### config.mk
export PLATFORM = sky130hd
export DESIGN_NAME = hva_ram
export DESIGN_NICKNAME = d
export VERILOG_FILES = /design/src/hdl/hva_ram.sv
export SDC_FILE = /design/constraint.sdc
export NUM_CORES = 1
export LEC_CHECK = 0
export ABC_AREA = 1
export BUFFER_PORTS_ARGS = -buffer_cell sky130_fd_sc_hd__buf_2
export CORE_MARGIN = 2
export CORE_UTILIZATION = 45
export DETAILED_ROUTE_END_ITERATION = 12
export PLACE_DENSITY = 0.7
export SLEW_MARGIN = 20
export SYNTH_ARGS = -nofsm -noshare
export SYNTH_HDL_FRONTEND = slang
export SYNTH_SLANG_ARGS = --single-unit
### constraint.sdc
create_clock -name i_clk -period 3.65 [get_ports i_clk]
set_input_delay 0.1825 -clock i_clk [delete_from_list [all_inputs] [get_ports i_clk]]
set_output_delay 0.1825 -clock i_clk [all_outputs]
set_load 0.01 [all_outputs]
### src/hdl/hva_ram.sv
`timescale 1ns / 1ps
// ----------------------------------------------------------------------------
// hva_ram
// Generic simple dual-port RAM with one write port and one registered read.
// ----------------------------------------------------------------------------
module hva_ram #(
    parameter int WIDTH = 16,
    parameter int DEPTH = 64
) (
    input  logic                     i_clk,
    input  logic                     i_we,
    input  logic [$clog2(DEPTH)-1:0] i_waddr,
    input  logic [WIDTH-1:0]         i_wdata,
    input  logic [$clog2(DEPTH)-1:0] i_raddr,
    output logic [WIDTH-1:0]         o_rdata
);

    logic [WIDTH-1:0] r_mem [DEPTH];
    logic [WIDTH-1:0] r_rdata;

    always_ff @(posedge i_clk) begin
        if (i_we) begin
            r_mem[i_waddr] <= i_wdata;
        end
        r_rdata <= r_mem[i_raddr];
    end

    assign o_rdata = r_rdata;

endmodule

==> qor.yml <==
drc: 0
skew_ns: 0.0292
ant_nets: 0
core_region_area_mm2: 0.0930
status: "completed"
dp_hpwl_mm: 62.4
clk_latency_ns: 0.67
cp-start-kind: "input pin"
layout_common_cells: "nand2_1 (1296), edfxtp_1 (1024), nand3_1 (871)"
relSlewSlack_pct: 20.3
viasPerCell: 5.66
timing.max_cap.violations: 0
std_cell_rows: 112
crit_path_max_fanout: 10
seqPwrFrac_pct: 52.6
rr_startpoint: "r_mem[31][1]"
clockBufferDepth: 3
irDropWorstVdd_uv: 413
cts_made_buffers: 103
die_x_um: 310
slew_viol_final: 0
grt_pass1_wl_mm: 165
min_period_over_period_pct: 68.9
max_freq_mhz: 398
r2r_setup_slack_ns: 2.09
power_leakage_nw: 16.9
hp-class: "input pin to flop"
multi_input_area_mm2: 0.00959
setup_viol: 0
chipHeight_um: 310
p_switching_mw: 5.64
p_clk_share_pct: 41.2
antenna_found_initial: 6
portBuffers: 45
ys_ff_latch: 1040
ys_types: 16
grt_max_degree: 154
swShare_pct: 22.3
crit_required_ns: 4.01
ctsRootBufferMaster: "clkbuf_16"
startpoint: "i_waddr[0]"
critPathKind: "input pin to flop"
routed_wl_mm: 112
vias: 27800
worst_pin_slew_ns: 1.19
grt_usage_pct: 23.3
diodes: 0
drt_iter0_markers: 3792
cts_tree: "yes"
h-tree-depth: 3
gr-total-overflow: 0
ys_seq_area_share_pct: 73.8
regArea_mm2: 0.0311
final-hold-violation-count: 0
crit_arrival_ns: 2.88
tns_ns: 0
cts_sinks: 1040
setup.worst_path.end: "r_mem[38][5]"
syn-num-nets: 3547
clk_pin_slew_ns: 0.06
p_int_mw: 19.6
drt_first_pass_iters: 6
power_density_mw_per_mm2: 537
grt_pass1_vias: 25800
reg2reg_depth: 8
syn2layout_area_growth_pct: 11.6
gp_congestion: 0.893
wl_per_cell_um: 22.9
whs_ns: 0.0849
endpoint_kind: "flop"
rsz0062_at_grt: "no"
netlist_area_mm2: 0.0421
min_period_ns: 2.51
die_area_mm2: 0.0960
ios: 46
initial_core_util_pct: 45.2
final_common_cell: "nand2_1"
yosys_warnings: 0
syn_inst: 3517
drive_above_1_share_pct: 9.06
r2r_end: "o_rdata[1]"
final_nets: 3599
fill_cells: 7869
syn_avg_cell_area_um2: 12.0
combPwrFrac_pct: 6.2
[worst min path at each step]
stage	startpoint	to	slack (ns)	depth (start not counted)
3_3_place_gp	o_rdata[11]	o_rdata[11]	0.67	1
6_report	i_wdata[5]	r_mem[28][5]	0.08	1
3_5_place_dp	o_rdata[11]	o_rdata[11]	0.66	1
4_1_cts	i_wdata[5]	r_mem[30][5]	0.06	1
5_1_grt	i_wdata[5]	r_mem[30][5]	0.09	1
2_1_floorplan	i_wdata[0]	r_mem[0][0]	0.28	0
[power groups by stage]
| stage | logic (mW) | clock network (mW) | registers, mW |
|---|---|---|---|
| global placement | 1.51 | 0 | 13.5 |
| finish | 1.57 | 10.4 | 13.3 |
| floorplan | 0.884 | 0 | 13.5 |
| global route | 1.69 | 10.9 | 13.3 |
| CTS | 1.55 | 10.5 | 13.3 |
| detailed placement | 1.54 | 0 | 13.5 |
[sequential cells by signal, indices dropped and copies added, names as in the netlist]
register	flops
r_mem	1024
o_rdata	16
[per-stage QoR]
| stage | instances | setup WS [ns] | power [mW] | utilization [%] | instance area [um^2] |
|---|---|---|---|---|---|
| final | 4907 | 1.14 | 25.2 | 50.5 | 47000 |
| after global routing | 4907 | 1.14 | 25.9 | 50.5 | 47000 |
| after CTS | 4907 | 1.35 | 25.3 | 50.5 | 47000 |
| after detailed placement | 4717 | 0.646 | 15.1 | 46.9 | 43600 |
| after global placement | 4717 | 0.667 | 15.0 | 46.9 | 43600 |
| after floorplan | 3517 | 0.913 | 14.4 | - | 42100 |
[kinds of logic (layout without fill, tap and decap cells)]
| kind of cell | count (synthesis) | count (layout) | share of synthesized area, % |
|---|---|---|---|
| simple gates | 2240 | 2240 | 22.7 |
| buf+inv | 237 | 373 | 3.54 |
| flops | 1040 | 1040 | 73.8 |
[repair_timing]
action	CTS	global route
endpoints found under the hold margin	9	0
endpoints found under the setup margin	0	0
hold buffers	1	0
gates resized for setup	0	0
setup buffers	0	0
[layout make-up]
cell class	count	share of cell area [%]
Sequential cell	1040	66.1
Timing Repair Buffer	172	2.89
Clock inverter	57	1.13
Multi-Input combinational cell	2240	20.4
Clock buffer	132	5.94
Tap cell	1254	3.34
Inverter	12	0.152
[cell usage after synthesis]
cell type  count  area (um^2)
nand4_1        9         56.3
inv_1          9         33.8
buf_6         49          552
nand3_1      871         4360
inv_2          2         7.51
buf_1         17         63.8
clkbuf_1      26         97.6
nor2_1        56          210
edfxtp_1    1024        30700
buf_8          1         15.0
dfxtp_1       16          320
buf_2        113          566
inv_8          1         11.3
buf_4         19          143
nor4_1         8         50.1
nand2_1     1296         4860
[critical path, cell delays in order]
cell and delay [ns]:
buf_2 0.17, inv_1 0.26, nand4_1 0.98, nor2_1 0.93, buf_4 0.34
[layer usage]
| metal | vias up | track usage (%) | part of all wire, % |
|---|---|---|---|
| met2 | 1629 | 35.1 | 45 |
| met5 | - | 0 | 0.037 |
| li1 | 12500 | - | - |
| met3 | 205 | 5.18 | 12 |
| met1 | 13500 | 33.5 | 39 |
| met4 | 6 | 8.09 | 3.0 |
(Power assumes the default switching activity.)
