--- src/hdl/hva_pkg.sv ---
`timescale 1ns / 1ps
// ----------------------------------------------------------------------------
// hva_pkg
// Shared types and constants of the Hough vote accumulator: sizes of the
// R-table and the accumulator, mode and register codes, sequencer states.
// ----------------------------------------------------------------------------
package hva_pkg;

    localparam int NUM_SLICES   = 64;
    localparam int BUCKET_DEPTH = 64;
    localparam int MAX_WIDTH    = 512;
    localparam int MAX_HEIGHT   = 512;

    localparam int SLW     = $clog2(NUM_SLICES);
    localparam int BW      = (BUCKET_DEPTH > 1) ? $clog2(BUCKET_DEPTH) : 1;
    localparam int FW      = $clog2(BUCKET_DEPTH + 1);
    localparam int TAB_AW  = SLW + BW;
    localparam int TAB_DEPTH = 2 ** TAB_AW;
    localparam int XW      = $clog2(MAX_WIDTH);
    localparam int YW      = $clog2(MAX_HEIGHT);
    localparam int CELL_AW = XW + YW;
    localparam int CELL_DEPTH = 2 ** CELL_AW;
    localparam int CW      = 12;

    localparam logic [15:0] COUNT_MAX = 16'hFFFF;

    localparam logic REG_WIDTH  = 1'b0;
    localparam logic REG_HEIGHT = 1'b1;

    typedef enum logic [1:0] {
        MODE_LOAD      = 2'd0,
        MODE_VOTE      = 2'd1,
        MODE_CLR_VOTES = 2'd2,
        MODE_CLR_TABLE = 2'd3
    } t_mode;

    typedef enum logic [3:0] {
        ST_CLEAR,
        ST_IDLE,
        ST_FILL_RD,
        ST_FILL_DAT,
        ST_TAB_RD,
        ST_TAB_DAT,
        ST_CELL_RD,
        ST_CELL_DAT,
        ST_DONE
    } t_state;

    typedef struct packed {
        logic [9:0] width;
        logic [9:0] height;
    } t_dims;

    typedef struct packed {
        logic signed [CW-1:0] cx;
        logic signed [CW-1:0] cy;
        logic                 in_image;
        logic [15:0]          next_count;
        logic                 beats_best;
    } t_vote_eval;

endpackage

--- src/hdl/hva_vote_unit.sv ---
`timescale 1ns / 1ps
// ----------------------------------------------------------------------------
// hva_vote_unit
// Shared arithmetic of one vote step: the target cell and its bounds test,
// then the saturating increment and the compare against the best count.
// ----------------------------------------------------------------------------
module hva_vote_unit (
    input  logic [8:0]             i_px,
    input  logic [8:0]             i_py,
    input  logic [19:0]            i_entry,
    input  hva_pkg::t_dims         i_dims,
    input  logic [15:0]            i_count,
    input  logic [15:0]            i_best,
    output hva_pkg::t_vote_eval    o_eval
);

    localparam int CW = hva_pkg::CW;

    logic signed [CW-1:0] w_px;
    logic signed [CW-1:0] w_py;
    logic signed [CW-1:0] w_dx;
    logic signed [CW-1:0] w_dy;
    logic signed [CW-1:0] w_w;
    logic signed [CW-1:0] w_h;

    always_comb begin
        w_px = $signed({{(CW-9){1'b0}}, i_px});
        w_py = $signed({{(CW-9){1'b0}}, i_py});
        w_dx = CW'($signed(i_entry[9:0]));
        w_dy = CW'($signed(i_entry[19:10]));
        w_w  = $signed({{(CW-10){1'b0}}, i_dims.width});
        w_h  = $signed({{(CW-10){1'b0}}, i_dims.height});

        o_eval.cx       = w_px + w_dx;
        o_eval.cy       = w_py + w_dy;
        o_eval.in_image = (o_eval.cx >= 0) && (o_eval.cx < w_w) &&
                          (o_eval.cy >= 0) && (o_eval.cy < w_h);

        o_eval.next_count = (i_count == hva_pkg::COUNT_MAX) ? i_count :
                            i_count + 16'd1;
        o_eval.beats_best = o_eval.next_count > i_best;
    end

endmodule

--- config.mk ---
export PLATFORM = sky130hd
export DESIGN_NAME = hva_vote_unit
export DESIGN_NICKNAME = d
export VERILOG_FILES = /design/src/hdl/hva_pkg.sv /design/src/hdl/hva_vote_unit.sv
export SDC_FILE = /design/constraint.sdc
export NUM_CORES = 1
export LEC_CHECK = 0
export ABC_AREA = 1
export BUFFER_PORTS_ARGS = -buffer_cell sky130_fd_sc_hd__buf_2
export CORE_MARGIN = 5
export CORE_UTILIZATION = 25
export DETAILED_ROUTE_END_ITERATION = 16
export GPL_TIMING_DRIVEN = 0
export MAX_ROUTING_LAYER = met4
export PLACE_DENSITY_LB_ADDON = 0.05
export SLEW_MARGIN = 40
export SYNTH_ARGS = -nofsm -noshare
export SYNTH_HDL_FRONTEND = slang
export SYNTH_SLANG_ARGS = --single-unit
--- constraint.sdc ---
create_clock -name vclk -period 7.3
set_input_delay 1.46 -clock vclk [all_inputs]
set_output_delay 1.46 -clock vclk [all_outputs]
set_load 0.005 [all_outputs]
==> run_results.csv <==
group,metric,value,unit
detailed_routing,avgViaCountPerCell,4.350,
layout,final_util,0.3450,
clock_tree,cts.repair.resized,0,
placed_design,place_congestion,0.8499,
detailed_routing,drt-initial-drc-count,40,
critical_path,max_stage_delay,0.46,ns
timing,hold_ws,3.226,ns
grt,grt_max_degree,8,
placed_design,placed_cells,602,
timing,finalMaxSlewViolations,0,
power_and_ir_drop,p_seq_frac,0,
timing,relSlewSlack,0.7805,
critical_path,crit_fanout,4,
timing,worstMarginPinSlew,0.3277,ns
critical_path,cp.arrival,4.07,ns
grt,antenna_found_initial,0,
timing,setup_viol,0,
die,die-height,103.5,microns
power_and_ir_drop,power_switching,0.0001237,W
yosys,synth.cell_area,0.002183,sq mm
grt,grt_pass1_vias,2489,
detailed_routing,wire_per_inst,10.86,microns
detailed_routing,via_count,2619,
power_and_ir_drop,peakVddDrop,0.00003709,V
timing,finalCritPeriodShare,0.7580,
critical_path,crit_slowest_cell,"fa_1",
die,io-pin-count,132,
layout,layout_commonest_cell,"buf_2",
yosys,yosysSeqAreaShare,0,
placed_design,port-buffer-count,132,
yosys,syn_inst,362,
timing,hold_viol_final,0,
power_and_ir_drop,swShare,0.5442,
power_and_ir_drop,p_per_area,76.32,mW/mm^2
critical_path,critPathRequiredTime,5.84,ns
layout,syn2layout_area_growth,36.45,%
timing,rsz0062_at_grt,"false",
detailed_routing,ant_nets,0,
critical_path,crit_chain,"buf_2 > ha_1 > fa_1 > a31oi_1 > o21ai_0 > xnor2_1 > inv_1 > ha_1 > a21o_1 > nor2_1 > nand2_1 > nand2_1 > nand2_1 > nand2_1 > nand4_1 > a21oi_1 > buf_2",
die,dieArea,0.01070,sq mm
clock_tree,cts_hold_buf,0,
timing,max_freq,180.7,MHz
timing,period_minus_slack,5.533,ns
status,status,"complete, no violations",
critical_path,critPathMostFrequentCell,"nand2_1",
yosys,avgSynthCellArea,6.031,sq um
detailed_routing,dr.pass1.iters,5,
layout,seq_cells,0,
power_and_ir_drop,p_int,0.0001036,W
yosys,ys_types,32,
yosys,synth_top_area_cell,"ha_1",
critical_path,cp-start-kind,"input pin",
yosys,synth.top_cell.area_share,0.2980,
power_and_ir_drop,clkPwrFrac,0,
hold_path,min_path_type,"input pin to output port",
layout,insertedDiodeCount,0,
layout,fin_cells,602,
power_and_ir_drop,power.leakage,1.900,nW
critical_path,worstSetupPathType,"input pin to output port",
clock_tree,post_cts_buffers,0,
die,initial_core_util,0.2528,
run,maxCapViolations,0,
critical_path,cp-end-kind,"output port",
layout,layout_common_cells,"buf_2 (132), nand2_1 (86), inv_1 (75)",
grt,grt_pass1_wl,10340,microns
layout,drive_gt1_frac,0.2915,
yosys,yosys_warnings,0,
yosys,synth_nets,506,
layout,seq_area,0,sq um
die,design.core.area,0.008636,sq mm
layout,num-fill-cells,1025,
power_and_ir_drop,combinationalPowerShare,1.000,
die,core.rowCount,34,
layout,layout.nets,640,
detailed_routing,drc_errors,0,
yosys,synth.area.top_cells,"ha_1 (30%), nand2_1 (15%), inv_1 (13%)",
die,fp.dieW,103.5,microns
layout,clkbuf_count,0,
detailed_routing,routed_wl,6536,microns
placed_design,hpwlAfterDp,6202,microns
grt,overflow,0,
timing,fin_tns_setup,0,ns
grt,grt_use_total,0.1170,
## kinds of logic after synthesis
logic type	synth area share
compound gates	0.1347
simple gates	0.3118
fa+ha+maj	0.3163
buf+inv	0.1450
xor+xnor	0.09227
## area by class of cell
class                           instances  area (sq um)  area share
Timing Repair Buffer                  132         660.6      0.2218
Buffer                                  2         15.01    0.005040
Inverter                               79         301.5      0.1012
Tap cell                              108         135.1     0.04536
Multi-Input combinational cell        281          1867      0.6266
## worst paths after layout
check,startpoint,to,slack (ns),cells after the start
max,i_py[0],o_eval[17],1.77,17
min,i_entry[9],o_eval[39],3.23,3
## per-stage QoR
step	area, sq um	total power, W	setup slack [ns]
2_1_floorplan	2183	0.0001423	2.203
3_3_place_gp	2979	0.0002301	1.757
3_5_place_dp	2979	0.0002318	1.736
4_1_cts	2979	0.0002334	1.713
5_1_grt	2979	0.0002660	1.481
6_report	2979	0.0002274	1.767
## critical path: cells and delay by family
| kind | cells | cell delay [ns] |
|---|---|---|
| xor gates and xnor gates | 1 | 0.15 |
| buffers and inverters | 3 | 0.31 |
| adders and majority gates | 3 | 1.00 |
| and+or+nand+nor | 6 | 0.38 |
| AOI/OAI and AO/OA | 4 | 0.79 |
## per-layer routing
metal	part of all wire	global-route usage	wire length [microns]	vias to the layer above
met5	0	-	0	-
met4	0	0	0	0
met3	0.062	0.003353	402	0
met2	0.48	0.2118	3142	70
met1	0.46	0.1545	2991	1110
li1	-	-	-	1439
## power by group through the flow
stage	Sequential (W)	Combinational, W	Clock [W]
floorplan	0	0.000142	0
global placement	0	0.000230	0
detailed placement	0	0.000232	0
CTS	0	0.000233	0
global route	0	0.000266	0
finish	0	0.000227	0
## synth_stat cells (2+ instances only)
| library cell | count |
|---|---|
| fa_1 | 2 |
| inv_1 | 75 |
| nor3_1 | 13 |
| o21bai_1 | 2 |
| a21oi_1 | 32 |
| nor2_1 | 17 |
| inv_2 | 2 |
| a21boi_0 | 2 |
| nand4_1 | 8 |
| ha_1 | 52 |
| a21o_1 | 4 |
| nand3_1 | 18 |
| buf_4 | 2 |
| a31oi_1 | 2 |
| xnor2_1 | 8 |
| o21ai_0 | 8 |
| xor2_1 | 15 |
| nand2_1 | 86 |
Note: power is estimated with default switching activity, not from simulation.
