$ cat src/hdl/hva_pkg.sv
`timescale 1ns / 1ps
// ----------------------------------------------------------------------------
// hva_pkg
// Shared types and constants of the Hough vote accumulator: sizes of the
// R-table and the accumulator, mode and register codes, sequencer states.
// ----------------------------------------------------------------------------
package hva_pkg;

    localparam int NUM_SLICES   = 64;
    localparam int BUCKET_DEPTH = 64;
    localparam int MAX_WIDTH    = 512;
    localparam int MAX_HEIGHT   = 512;

    localparam int SLW     = $clog2(NUM_SLICES);
    localparam int BW      = (BUCKET_DEPTH > 1) ? $clog2(BUCKET_DEPTH) : 1;
    localparam int FW      = $clog2(BUCKET_DEPTH + 1);
    localparam int TAB_AW  = SLW + BW;
    localparam int TAB_DEPTH = 2 ** TAB_AW;
    localparam int XW      = $clog2(MAX_WIDTH);
    localparam int YW      = $clog2(MAX_HEIGHT);
    localparam int CELL_AW = XW + YW;
    localparam int CELL_DEPTH = 2 ** CELL_AW;
    localparam int CW      = 12;

    localparam logic [15:0] COUNT_MAX = 16'hFFFF;

    localparam logic REG_WIDTH  = 1'b0;
    localparam logic REG_HEIGHT = 1'b1;

    typedef enum logic [1:0] {
        MODE_LOAD      = 2'd0,
        MODE_VOTE      = 2'd1,
        MODE_CLR_VOTES = 2'd2,
        MODE_CLR_TABLE = 2'd3
    } t_mode;

    typedef enum logic [3:0] {
        ST_CLEAR,
        ST_IDLE,
        ST_FILL_RD,
        ST_FILL_DAT,
        ST_TAB_RD,
        ST_TAB_DAT,
        ST_CELL_RD,
        ST_CELL_DAT,
        ST_DONE
    } t_state;

    typedef struct packed {
        logic [9:0] width;
        logic [9:0] height;
    } t_dims;

    typedef struct packed {
        logic signed [CW-1:0] cx;
        logic signed [CW-1:0] cy;
        logic                 in_image;
        logic [15:0]          next_count;
        logic                 beats_best;
    } t_vote_eval;

endpackage

$ cat src/hdl/hva_apb_regs.sv
`timescale 1ns / 1ps
// ----------------------------------------------------------------------------
// hva_apb_regs
// APB register file holding the image size, with the size clamped to the
// accumulator dimensions.
// ----------------------------------------------------------------------------
module hva_apb_regs (
    input  logic                 i_clk,
    input  logic                 i_rst_n,
    input  logic                 psel,
    input  logic                 penable,
    input  logic                 pwrite,
    input  logic [2:0]           paddr,
    input  logic [31:0]          pwdata,
    output logic [31:0]          prdata,
    output logic                 pready,
    output hva_pkg::t_dims       o_dims
);

    logic [9:0] r_width;
    logic [9:0] r_height;
    logic       w_wr;

    assign pready = 1'b1;
    assign w_wr   = psel && penable && pwrite;

    always_ff @(posedge i_clk) begin
        if (!i_rst_n) begin
            r_width  <= 10'd512;
            r_height <= 10'd512;
        end else if (w_wr) begin
            if (paddr[2] == hva_pkg::REG_WIDTH) begin
                r_width <= pwdata[9:0];
            end else begin
                r_height <= pwdata[9:0];
            end
        end
    end

    always_comb begin
        if (paddr[2] == hva_pkg::REG_HEIGHT) begin
            prdata = {22'd0, r_height};
        end else begin
            prdata = {22'd0, r_width};
        end
        o_dims.width  = (32'(r_width) > hva_pkg::MAX_WIDTH) ?
                        10'(hva_pkg::MAX_WIDTH) : r_width;
        o_dims.height = (32'(r_height) > hva_pkg::MAX_HEIGHT) ?
                        10'(hva_pkg::MAX_HEIGHT) : r_height;
    end

endmodule

$ cat config.mk
export PLATFORM = sky130hd
export DESIGN_NAME = hva_apb_regs
export DESIGN_NICKNAME = d
export VERILOG_FILES = /design/src/hdl/hva_pkg.sv /design/src/hdl/hva_apb_regs.sv
export SDC_FILE = /design/constraint.sdc
export NUM_CORES = 1
export LEC_CHECK = 0
export ABC_CLOCK_PERIOD_IN_PS = 1400
export BUFFER_PORTS_ARGS = -buffer_cell sky130_fd_sc_hd__buf_2
export CAP_MARGIN = 20
export CORE_ASPECT_RATIO = 0.6
export CORE_MARGIN = 2
export CORE_UTILIZATION = 40
export DETAILED_ROUTE_END_ITERATION = 16
export PLACE_DENSITY = 0.87
export SYNTH_ARGS = -nofsm -noshare
export SYNTH_HDL_FRONTEND = slang
export SYNTH_SLANG_ARGS = --single-unit
export TNS_END_PERCENT = 100
$ cat constraint.sdc
create_clock -name i_clk -period 1.4 [get_ports i_clk]
set_input_delay 0.07 -clock i_clk [delete_from_list [all_inputs] [get_ports i_clk]]
set_output_delay 0.07 -clock i_clk [all_outputs]
set_load 0.02 [all_outputs]
==> flow_metrics.py, run 1 <==
metrics = {
    "timing": {
        "clock_skew_ns": 0,
        "setup_violations": 0,
        "tns_ns": 0,
        "fin_crit_sh_pct": 87.9,
        "fin_crit_ns": 1.23,
        "hold_viol_final": 0,
        "rsz0062_at_grt": "no",
        "slew_violations": 0,
        "max_freq_mhz": 813,
    },
    "hold_path": {
        "hold_depth": 3,
        "hold_class": "in2reg",
    },
    "clocking": {
        "cts_setup_buffers": 0,
        "cts_made_buffers": 3,
        "clk_latency_ns": 0.25,
        "cts_root_buf": "clkbuf_8",
        "cts_resized": 0,
        "cts_tree": "yes",
        "clock_path_buffers": 2,
        "htreeDepth": 1,
        "clock_sinks": 20,
        "holdBufCountCts": 0,
        "clkTransAtPathRegs_ns": 0.07,
    },
    "pwr": {
        "vdd_drop_max_mv": 0.403,
        "internal-power_mw": 0.884,
        "p_sw_mw": 0.310,
        "comb_power_share_pct": 14.3,
        "power_frac_clock_pct": 36.1,
        "pwr_density_cell_nw_per_um2": 843,
        "total_power_mw": 1.19,
        "switching_share_pct": 26.0,
        "p_leak_nw": 0.800,
        "seqPwrFrac_pct": 49.5,
    },
    "critical_path": {
        "critPathKind": "reg2out",
        "setup.worst_path.start_class": "register",
        "r2r-end": "r_width[9]$_SDFFE_PN1P_",
        "rrSetupSlack_ns": 0.61,
        "critPathMaxFanout": 9,
        "endpoint_kind": "output port",
        "setup.worst_path.start": "r_height[9]$_SDFFE_PN1P_",
        "worst-endpoint-arrival_ns": 1.16,
        "required_ns": 1.33,
        "timing.rr.start": "r_width[9]$_SDFFE_PN1P_",
        "reg2regPathDepth": 2,
        "endpoint": "o_dims[7]",
    },
    "detailed_routing": {
        "post_drt_wl_per_cell_um": 11.1,
        "route.final.wire_length_um": 2410,
        "num_vias": 912,
        "drt_iter0_drc": 22,
        "final_antenna_net_count": 0,
        "drcViolationCount": 0,
        "drt-vias-per-instance": 4.20,
        "first_pass_iters": 2,
    },
    "place": {
        "place_hpwl_um": 1810,
        "gp_congestion": 0.715,
        "dp.cells": 213,
        "io_buffers": 45,
    },
    "yosys": {
        "yosys-top-cells-count": "27 x nand2_1, 24 x buf_4, 21 x nor2b_1, 20 x dfxtp_1, 20 x mux2i_1",
        "synth_seq_area_share_pct": 33.0,
        "synthFlopType": "dfxtp_1",
        "ys_top_cells_by_area": "dfxtp_1 33%, mux2i_1 16%, buf_4 15%",
        "yosysMostFrequentCell": "nand2_1",
        "synth_top_area_share_pct": 33.0,
        "yosysWarnings": 0,
        "synth_edf_count": 0,
        "synthArstFlopShare_pct": 0,
        "syn-cell-area_sq_um": 1210,
        "avgSynthCellArea_sq_um": 9.00,
        "ys_seq_elements": 20,
        "ys_types": 12,
        "postSynthCellCount": 135,
        "yosysTopAreaCell": "dfxtp_1",
    },
    "cells_and_area": {
        "fillCellCount": 316,
        "syn2layout_area_growth_pct": 16.7,
        "fin_nets": 216,
        "fin_cells": 217,
        "layout-drive-gt1-share_pct": 36.0,
        "antenna_cells": 0,
    },
    "grt": {
        "grt_pass1_wl_um": 3510,
        "antenna_found_initial": 0,
        "first_global_vias": 773,
        "grt_max_degree": 31,
        "track_usage_pct": 13.6,
        "grt-ovfl-total": 0,
    },
    "floorplan": {
        "die_area_sq_um": 3510,
        "io_pins": 93,
        "core-area_sq_um": 2890,
        "std_cell_rows": 15,
        "initial_core_util_pct": 42.0,
        "die_x_um": 75.2,
        "die_y_um": 46.7,
    },
    "outcome": {
        "status": "completed",
    },
    "run": {
        "cap_viol_max_count": 0,
    },
}
-- sequential cells by signal (all words and copies together), names as in the netlist --
signal,count
r_height,10
r_width,10
-- metrics by stage --
stage,worst slack [ns],hold WS [ns],util (%),cell area (sq um)
floorplan,0.478,0.231,-,1290
detailed placement,0.402,0.348,47.1,1360
CTS,0.136,0.0736,49.0,1420
finish,0.170,0.0782,49.0,1420
global route,0.0814,0.0769,49.0,1420
global placement,0.433,0.337,47.1,1360
-- final cells by class --
cell class                 instances  area (sq um)  area share (%)
tap                               42          52.6            3.71
sequential                        20           400            28.2
timing repair buffer              48           248            17.5
clock buffer                       4          55.1            3.88
multi-input combinational        103           662            46.7
-- power groups by stage --
| stage | registers [mW] | logic (mW) | clock network, mW |
|---|---|---|---|
| floorplan | 0.600 | 0.184 | 0 |
| global placement | 0.605 | 0.170 | 0 |
| detailed placement | 0.605 | 0.171 | 0 |
| CTS | 0.592 | 0.172 | 0.448 |
| global route | 0.594 | 0.189 | 0.469 |
| finish | 0.592 | 0.171 | 0.432 |
-- placed cells by master (no fill, tap or decap), drive strengths merged --
master  Yosys  layout
mux2i      20      20
nand2      27      27
mux2       10      10
buf        28      48
conb        2      23
nor2b      21      21
nand4       1       1
nand4b      1       1
dfxtp      20      20
clkbuf      5       4
-- cell families after synthesis --
| group | count (synthesis) | synth area share, % |
|---|---|---|
| buffers and inverters | 33 | 19.1 |
| DFF | 20 | 33.0 |
| muxes | 30 | 25.7 |
| other | 2 | 0.618 |
| and+or+nand+nor | 50 | 21.6 |
-- critical path: stages (launching register included) --
cell     delay, ns
dfxtp_1       0.51
buf_4         0.20
nor2b_1       0.05
buf_2         0.15
-- worst min-delay path by stage --
stage / to / from
4_1_cts: r_height[4]$_SDFFE_PN0P_ / pwdata[4]
3_5_place_dp: r_height[9]$_SDFFE_PN1P_ / pwdata[9]
2_1_floorplan: r_height[0]$_SDFFE_PN0P_ / pwdata[0]
5_1_grt: r_height[6]$_SDFFE_PN0P_ / pwdata[6]
3_3_place_gp: r_width[9]$_SDFFE_PN1P_ / pwdata[9]
6_report: r_height[4]$_SDFFE_PN0P_ / pwdata[4]
-- per-layer routing --
layer | global-route usage [%] | part of all wire, % | up-vias
li1 | - | - | 468
met5 | 0 | 0 | -
met1 | 16.5 | 46 | 417
met4 | 2.11 | 0.17 | 0
met2 | 23.5 | 48 | 25
met3 | 5.47 | 5.8 | 2
No activity file was read; power rests on OpenSTA's default activity.
==> run 2: changes to the inputs <==
--- a/config.mk
+++ b/config.mk
@@ -13,6 +13,7 @@
 export CORE_UTILIZATION = 40
 export DETAILED_ROUTE_END_ITERATION = 16
 export PLACE_DENSITY = 0.87
+export REMOVE_ABC_BUFFERS = 1
 export SYNTH_ARGS = -nofsm -noshare
 export SYNTH_HDL_FRONTEND = slang
 export SYNTH_SLANG_ARGS = --single-unit
==> run 2 against run 1 <==
Sequential cell count is the same. Routed wire length about the same. Critical endpoint is now o_dims[13]. Sequential power is essentially flat. Core utilization down 0.22 points. Via count decreased by 1.8%. Combinational power up 2%.
==> flow_metrics.py, run 2 (synthesis gave the netlist of run 1 again) <==
metrics = {
    "outcome": {
        "status": "completed",
    },
    "clocking": {
        "cts_tree": "yes",
        "clkTransAtPathRegs_ns": 0.07,
        "clock_path_buffers": 2,
        "cts_made_buffers": 3,
        "htreeDepth": 1,
        "clk_latency_ns": 0.25,
        "cts_resized": 0,
        "clock_sinks": 20,
        "cts_root_buf": "clkbuf_8",
        "cts_setup_buffers": 0,
        "holdBufCountCts": 0,
    },
    "detailed_routing": {
        "final_antenna_net_count": 0,
        "num_vias": 896,
        "first_pass_iters": 4,
        "drt_iter0_drc": 5,
        "drcViolationCount": 0,
        "drt-vias-per-instance": 4.13,
        "route.final.wire_length_um": 2420,
        "post_drt_wl_per_cell_um": 11.1,
    },
    "grt": {
        "antenna_found_initial": 0,
        "grt_pass1_wl_um": 3660,
        "first_global_vias": 788,
        "grt-ovfl-total": 0,
        "grt_max_degree": 26,
        "track_usage_pct": 14.4,
    },
    "pwr": {
        "vdd_drop_max_mv": 0.397,
        "pwr_density_cell_nw_per_um2": 803,
        "p_sw_mw": 0.306,
        "comb_power_share_pct": 15.4,
        "total_power_mw": 1.13,
        "power_frac_clock_pct": 32.4,
        "p_leak_nw": 0.798,
        "switching_share_pct": 27.0,
        "seqPwrFrac_pct": 52.1,
        "internal-power_mw": 0.828,
    },
    "critical_path": {
        "reg2regPathDepth": 3,
        "cp_top_family": "flip-flops",
        "critPathKind": "reg2out",
        "crit_chain": "buf_4 -> nor2b_1 -> buf_2",
        "slowest_delay_ns": 0.39,
        "endpoint_kind": "output port",
        "cp_num_buf_inv": 2,
        "cpMaxStageDelayCell": "dfxtp_1",
        "setup.worst_path.start_class": "register",
        "required_ns": 1.33,
        "rrSetupSlack_ns": 0.50,
        "critPathMaxFanout": 7,
        "worst-endpoint-arrival_ns": 1.17,
        "critical_path_depth": 3,
    },
    "hold_path": {
        "hold_depth": 3,
        "hold_class": "in2reg",
    },
    "place": {
        "gp_congestion": 0.736,
        "place_hpwl_um": 1830,
        "io_buffers": 45,
    },
    "timing": {
        "clock_skew_ns": 0,
        "max_freq_mhz": 809,
        "hold_viol_final": 0,
        "rsz0062_at_grt": "no",
        "slew_violations": 0,
        "tns_ns": 0,
        "fin_crit_sh_pct": 88.3,
        "fin_crit_ns": 1.24,
        "setup_violations": 0,
    },
    "floorplan": {
        "io_pins": 93,
        "die_x_um": 75.2,
        "std_cell_rows": 15,
        "core-area_sq_um": 2890,
        "initial_core_util_pct": 42.0,
        "die_area_sq_um": 3510,
        "die_y_um": 46.7,
    },
    "cells_and_area": {
        "antenna_cells": 0,
        "syn2layout_area_growth_pct": 16.2,
        "fin_nets": 217,
        "layout-drive-gt1-share_pct": 36.0,
        "final_common_cell": "buf_2",
        "fillCellCount": 302,
        "final_cell_mix": "45 x buf_2, 27 x nand2_1, 23 x conb_1",
        "top_regs": "r_height x10, r_width x10",
    },
    "run": {
        "cap_viol_max_count": 0,
    },
}
## run 2: changes by cell type in the layout (fill, tap and decap cells not counted), sizes merged
cell	change
buf	+1
clkbuf	-1
## run 2: area by class of cell
class,instances,area [sq um],area share [%]
Tap cell,42,52.6,3.72
Clock buffer,3,41.3,2.93
Timing Repair Buffer,49,255,18.1
Multi-Input combinational cell,103,662,46.9
Sequential cell,20,400,28.4
## run 2: metal layers
layer	up-vias	GRT usage, %	share of wire, %
li1	467	-	-
met1	394	18.4	47
met2	33	24.7	46
met3	2	5.25	6.0
met4	0	1.05	0.29
met5	-	0	0
## run 2: worst reg2reg max path, stage by stage (launching register included)
cell and delay (ns):
dfxtp_1 0.46, buf_4 0.20, nor2b_1 0.05, mux2i_1 0.12
## run 2: power by group through the flow
stage	Combinational [mW]	Clock, mW	Sequential (mW)
finish	0.175	0.367	0.591
global route	0.193	0.400	0.593
CTS	0.175	0.377	0.591
detailed placement	0.175	0	0.604
global placement	0.173	0	0.604
floorplan	0.111	0	0.604
## run 2: metrics by stage
stage | setup WS, ns | cell area, sq um | cells | utilization [%] | hold slack [ns]
finish | 0.163 | 1410 | 217 | 48.8 | 0.0818
global route | 0.0700 | 1410 | 217 | 48.8 | 0.0826
CTS | 0.158 | 1410 | 217 | 48.8 | 0.0751
detailed placement | 0.406 | 1370 | 214 | 47.4 | 0.344
global placement | 0.421 | 1370 | 214 | 47.4 | 0.345
floorplan | 0.454 | 1060 | 123 | - | 0.219
## run 2: final timing paths
path / startpoint / endpoint
max reg2reg: r_height[9]$_SDFFE_PN1P_ / r_height[9]$_SDFFE_PN1P_
max: r_width[9]$_SDFFE_PN1P_ / o_dims[13]
min: pwdata[6] / r_height[6]$_SDFFE_PN0P_
min reg2reg: r_height[6]$_SDFFE_PN0P_ / r_height[6]$_SDFFE_PN0P_
